<file path="src/hdl/bmm_pkg.sv">
// shared types and constants for the bipartite matching block
`default_nettype none

package bmm_pkg;

    // fixed field widths
    localparam int ROW_W = 64;
    localparam int CNT_W = 7;

    // right_count after reset
    localparam logic [CNT_W-1:0] RIGHT_COUNT_RESET = 7'd64;

    // one input item: adjacency row of the next left vertex
    typedef struct packed {
        logic [ROW_W-1:0] row_bits;
        logic             last_row;
    } row_item_t;

    // one result item
    typedef struct packed {
        logic [CNT_W-1:0] match_count;
        logic             overflow;
    } res_item_t;

    // commands from controller to datapath
    typedef struct packed {
        logic accept;     // take the row, start a new search
        logic read_adj;   // read adjacency row of the current vertex
        logic take_edge;  // mark the picked right vertex as seen
        logic claim;      // picked right vertex is free: match it, count it
        logic push;       // picked right vertex is taken: push frame, read its partner
        logic follow;     // move to the partner, read its row
        logic pop_read;   // read the top stack frame, drop the depth
        logic pop_take;   // back up to the popped left vertex, read its row
        logic unwind_wr;  // rewrite one partner along the augmenting path
        logic emit;       // load the result register and clear the graph
    } cmd_t;

    // status from datapath to controller
    typedef struct packed {
        logic row_ok;     // room left for another row
        logic last_pend;  // current item closes the graph
        logic cand_any;   // some unseen neighbor remains
        logic cand_free;  // the picked neighbor is unmatched
        logic depth_zero; // search stack is empty
        logic res_busy;   // result register holds an item not taken this cycle
    } sts_t;

endpackage

`default_nettype wire

</file>
<file path="src/hdl/bmm_ctrl.sv">
// controller state machine sequencing the augmenting search
`default_nettype none

module bmm_ctrl
    import bmm_pkg::*;
(
    input  wire logic clk,
    input  wire logic rst_n,
    input  wire logic row_valid,
    output logic      row_ready,
    input  wire sts_t sts,
    output cmd_t      cmd
);

    typedef enum logic [6:0] {
        ST_IDLE   = 7'b0000001,
        ST_LOAD   = 7'b0000010,
        ST_PICK   = 7'b0000100,
        ST_FOLLOW = 7'b0001000,
        ST_POP    = 7'b0010000,
        ST_UNWIND = 7'b0100000,
        ST_FINISH = 7'b1000000
    } state_t;

    state_t state_reg;
    state_t state_next;

    assign row_ready = (state_reg == ST_IDLE);

    // next state and commands
    always_comb
    begin
        state_next = state_reg;
        cmd        = '0;
        case (state_reg)
            ST_IDLE:
            begin
                if (row_valid)
                begin
                    cmd.accept = 1'b1;
                    state_next = sts.row_ok ? ST_LOAD : ST_FINISH;
                end
            end
            ST_LOAD:
            begin
                cmd.read_adj = 1'b1;
                state_next   = ST_PICK;
            end
            ST_PICK:
            begin
                if (!sts.cand_any)
                begin
                    // dead end: back up or give up
                    if (sts.depth_zero)
                    begin
                        state_next = ST_FINISH;
                    end
                    else
                    begin
                        cmd.pop_read = 1'b1;
                        state_next   = ST_POP;
                    end
                end
                else
                begin
                    cmd.take_edge = 1'b1;
                    if (sts.cand_free)
                    begin
                        // path found: match the free vertex, then flip the path
                        cmd.claim = 1'b1;
                        if (sts.depth_zero)
                        begin
                            state_next = ST_FINISH;
                        end
                        else
                        begin
                            cmd.pop_read = 1'b1;
                            state_next   = ST_UNWIND;
                        end
                    end
                    else
                    begin
                        cmd.push   = 1'b1;
                        state_next = ST_FOLLOW;
                    end
                end
            end
            ST_FOLLOW:
            begin
                cmd.follow = 1'b1;
                state_next = ST_PICK;
            end
            ST_POP:
            begin
                cmd.pop_take = 1'b1;
                state_next   = ST_PICK;
            end
            ST_UNWIND:
            begin
                cmd.unwind_wr = 1'b1;
                if (sts.depth_zero)
                begin
                    state_next = ST_FINISH;
                end
                else
                begin
                    cmd.pop_read = 1'b1;
                end
            end
            ST_FINISH:
            begin
                if (!sts.last_pend)
                begin
                    state_next = ST_IDLE;
                end
                else if (!sts.res_busy)
                begin
                    cmd.emit   = 1'b1;
                    state_next = ST_IDLE;
                end
            end
            default:
            begin
                state_next = ST_IDLE;
            end
        endcase
    end

    // state register
    always_ff @(posedge clk or negedge rst_n)
    begin
        if (!rst_n)
        begin
            state_reg <= ST_IDLE;
        end
        else
        begin
            state_reg <= state_next;
        end
    end

endmodule

`default_nettype wire

</file>
<file path="config.mk">
export PLATFORM = sky130hd
export DESIGN_NAME = bmm_ctrl
export DESIGN_NICKNAME = d
export VERILOG_FILES = /design/src/hdl/bmm_pkg.sv /design/src/hdl/bmm_ctrl.sv
export SDC_FILE = /design/constraint.sdc
export NUM_CORES = 1
export LEC_CHECK = 0
export BUFFER_PORTS_ARGS = -buffer_cell sky130_fd_sc_hd__buf_2
export CAP_MARGIN = 5
export CORE_AREA = 2 2 39 41
export CTS_BUF_LIST = sky130_fd_sc_hd__clkbuf_2 sky130_fd_sc_hd__clkbuf_4 sky130_fd_sc_hd__clkbuf_8
export CTS_CLUSTER_SIZE = 14
export DETAILED_ROUTE_END_ITERATION = 12
export DIE_AREA = 0 0 41 43
export PLACE_DENSITY = 0.78
export SYNTH_ARGS = -nofsm -noshare
export SYNTH_HDL_FRONTEND = slang
export SYNTH_SLANG_ARGS = --single-unit
</file>
<file path="constraint.sdc">
create_clock -name clk -period 1.7 [get_ports clk]
set_input_delay 0.085 -clock clk [delete_from_list [all_inputs] [get_ports clk]]
set_output_delay 0.085 -clock clk [all_outputs]
set_load 0.05 [all_outputs]
</file>
# Yosys cells after proc, flatten, opt, wreduce, memory -nomap -nowiden
# Index checks and enable logic that the tools add are counted.
dict set report totals {
  reg_bits 7
  latchBits 0
  mem_bits_rw 0
  mem_bits_ro 0
  in_bits 9
  out_inout_bits 11
  word_cells 40
  n_memories 0
}
dict set report classes {
  add_sub_neg 0
  n_mul 0
  n_div 0
  magnitude_cmp 0
  eq_ne 10
  shifts 0
  mux 27
  n_bitwise 0
  reduce_logical 2
}
# cell count
set op_table {}
lappend op_table {{$mux 7} 9}
lappend op_table {{$pmux 7 s5} 1}
lappend op_table {{$mux 1} 14}
lappend op_table {{$eq 7x1->1 const B} 1}
lappend op_table {{$eq 7x2->1 const B} 1}
lappend op_table {{$eq 7x3->1 const B} 1}
lappend op_table {{$eq 7x4->1 const B} 1}
lappend op_table {{$eq 7x5->1 const B} 1}
lappend op_table {{$eq 7x6->1 const B} 1}
lappend op_table {{$eq 7x7->1 const B} 1}
lappend op_table {{$mux 3} 2}
lappend op_table {{$ne 2x2->1 const B} 2}
lappend op_table {{$ne 3x3->1 const B} 1}
lappend op_table {{$reduce_and 3->1} 1}
lappend op_table {{$reduce_or 3->1} 1}
lappend op_table {{$pmux 1 s2} 1}

# Longest topological paths before layout
dict set report depth {
  ltp_word 4
  depth_mapped 6
  ltp_nobuf 4
}

# Worst setup path after synthesis
# OpenSTA, ideal clock, no wires.
dict set report synth_path {
  kind {flip-flop to output port}
  start {register state_reg[1]}
  end {output port cmd[0] (netlist name)}
  t_arrival_ps 2483
  t_required_ps 1615
  path_slack_ps -868
  path_stages_with_launch 3
  path_buffers 0
  path_cell_list {dfrtp_1 > or4_4 > nor4_1}
}
# item line_no
set synth_lines {}
lappend synth_lines {{start, declared} bmm_ctrl.sv:25} ;# state_t state_reg;
lappend synth_lines {{start signal, assigned} bmm_ctrl.sv:138} ;# state_reg <= state_next;
lappend synth_lines {{end, declared} bmm_ctrl.sv:12} ;# output cmd_t cmd

==> summary.txt <==
Final setup viols - 6
Hold WC Path Type - in2reg
Net Switching - 527.4 uW
Max_cap viols - 0
WHS - 0.03005 ns
Worst slew pin tran - 0.2935 ns
Net count after synthesis - 70
Library cells used by synthesis - 31
Failing checks - setup timing
Port buffer count - 19
Clk_lat worst skew - 0.25 ns
DR DRC count - 0
RePlAce Congestion - 0.7324
DR vias - 610
Clk sink count - 7
Sequential power share - 20.8%
Worst path max stage delay - 0.54 ns
Syn Area/Cell - 8.635 um2
Cell area after layout - 937.1 um2
Cell Int Power - 712.9 uW
Post-Syn Instances - 61
Die H - 43 um
Highest-count cells in the layout ignoring fill and taps - buf_4, buf_2, clkbuf_4, buf_6, dfrtp_1
YS warnings - 0
Slew HR - 80.44%
Number of DRC markers in iteration 0 - 12
Comb power frac - 65.9%
Clock edge transition at the registers on the reported setup and hold paths - 0.05 ns
Clock Power Share - 13.3%
Placed Area - 716.9 um2
Sequence of cells on the critical path - or4_4 > or4b_4 > a21oi_4 > buf_6
Largest net degree at the start of global routing - 10
Post-route core utilization - 67.72%
RSZ-0062 raised after global routing - yes
Final setup TNS - -1.452 ns
Fin crit share - 122.1%
CP endpoint kind - output port
Sequential area share after synthesis - 33.49%
Vias in the first global route - 565
First-pass GRT wire length - 2.318 mm
Area growth syn-to-layout - 77.91%
Synth async-reset ratio - 100.0%
Leakage - 0.4426 nW
HPWL Detailed - 994.9 um
Row cnt - 14
CTS root buf - clkbuf_4
Clock buffer depth - 2
Post-synth EDFFs - 0
Final setup margin - -0.3760 ns
Crit path launch type - flop
Final nets - 106
Power per cell area - 1323 nW/um2
Most common cell after layout, fill and taps aside - buf_4
Final Hold Viols - 0
Avg WL per Cell - 13.37 um
Status - finished, violations left
CP arrival - 1.99 ns
Switch share - 42.52%
CTS tree - built
Antenna violations before repair - 0
CP max stage cell - or4b_4
DR pass1 iterations - 5
Die footprint - 1763 um2
Worst Path Required - 1.62 ns
Worst-case vdd ir drop - 0.7986 mV
Core area - 1384 um2
Starting Density - 38.07%
Vias per cell - 5.446
Layout cells sized above 1 - 60.42%
Fmax - 481.7 MHz
Final ANT Viol Nets - 0
ANT cells - 0
H-tree levels - 1
Min cycle time layout - 2.076 ns
Slew Limit Fails - 0
Top_reg_cell synth - dfrtp_1
Die X - 41 um
GRT Resource Usage Total - 19.59%
Num CTS Buffers - 3
Crit Path Class - reg2out
Worst-path fanout max - 3
Max FFs per register - 7
Remaining Overflow, GRT - 0
Yosys reg bits - 7
I/O pin count - 20
Final wirelength - 1.497 mm
Clk_skew - 0.004870 ns
Syn Std Cell Area - 526.8 um2
## metal layers
metal	vias up	part of all wire (%)	global-route usage (%)
met4	0	1.7	10.67
met2	18	55	31.87
met1	290	40	24.00
li1	300	-	-
met5	-	0	0
met3	2	3.6	1.571
## cells in the mapped netlist, types with 3 or more instances
cell | number | area, um2
inv_1 | 3 | 11.26
nand2_1 | 3 | 11.26
dfrtp_1 | 6 | 150.1
nor2_1 | 3 | 11.26
nand3_1 | 4 | 20.02
a21oi_1 | 3 | 15.01
o21ai_0 | 3 | 15.01
and4b_1 | 4 | 40.04
## worst max-delay path: cells and delay by family, from the launching register on
| kind | cells | cell delay [ns] |
|---|---|---|
| and+or+nand+nor | 2 | 1.07 |
| DFF | 1 | 0.37 |
| buffers and inverters | 1 | 0.16 |
| AOI/OAI and AO/OA | 1 | 0.14 |
## area by class of cell
| class | instances | area, um2 |
|---|---|---|
| flip-flops and latches | 7 | 177.7 |
| clock buffers | 4 | 30.03 |
| inverters | 3 | 11.26 |
| well taps | 16 | 20.02 |
| multi-input cells | 48 | 417.9 |
| fillers | 116 | 446.7 |
| repair buffers | 34 | 280.3 |
## cell families after synthesis
| group | share of synthesized area, % |
|---|---|
| AOI/OAI and AO/OA | 11.16 |
| xor gates and xnor gates | 4.989 |
| buffers and inverters | 4.989 |
| and+or+nand+nor | 45.37 |
| DFF | 33.49 |
## path summary, 6_finish.rpt
kind                                          start                  endpoint  slack, ns  depth (start not counted)
min reg2reg                state_reg[3]$_DFFE_PN0P_  state_reg[5]$_DFFE_PN0P_       0.71                          3
max reg2reg                state_reg[0]$_DFFE_PN1P_  state_reg[0]$_DFFE_PN1P_      -0.25                          8
max                        state_reg[0]$_DFFE_PN1P_                    cmd[3]      -0.38                          4
min in group asynchronous                     rst_n  state_reg[4]$_DFFE_PN0P_       0.22                          2
max in group asynchronous                     rst_n  state_reg[0]$_DFFE_PN1P_       1.24                          2
min                                          sts[3]  state_reg[4]$_DFFE_PN0P_       0.03                          2
## power groups by stage
stage,logic [mW],clock network (mW),registers [mW]
after detailed placement,0.562,0,0.247
after global routing,0.876,0.181,0.262
final,0.818,0.165,0.258
after floorplan,0.379,0,0.253
after CTS,0.698,0.172,0.246
after global placement,0.554,0,0.244
## what timing repair did
item | 4_1_cts | 5_1_grt
endpoints found under the hold margin | 7 | 0
resized for setup | 18 | 24
hold buffers | 1 | 0
endpoints found under the setup margin | 11 | 14
setup buffers | 5 | 4
pin swaps | 2 | 7
## through the flow
stage / instances / power, mW / worst slack, ns
CTS: 110 / 1.116 / -0.3851
detailed placement: 101 / 0.8084 / -0.1903
global route: 112 / 1.319 / -0.4214
floorplan: 61 / 0.6320 / -0.2347
finish: 112 / 1.240 / -0.3760
global placement: 101 / 0.7978 / -0.1676
Power figures use the tool's default switching activity.
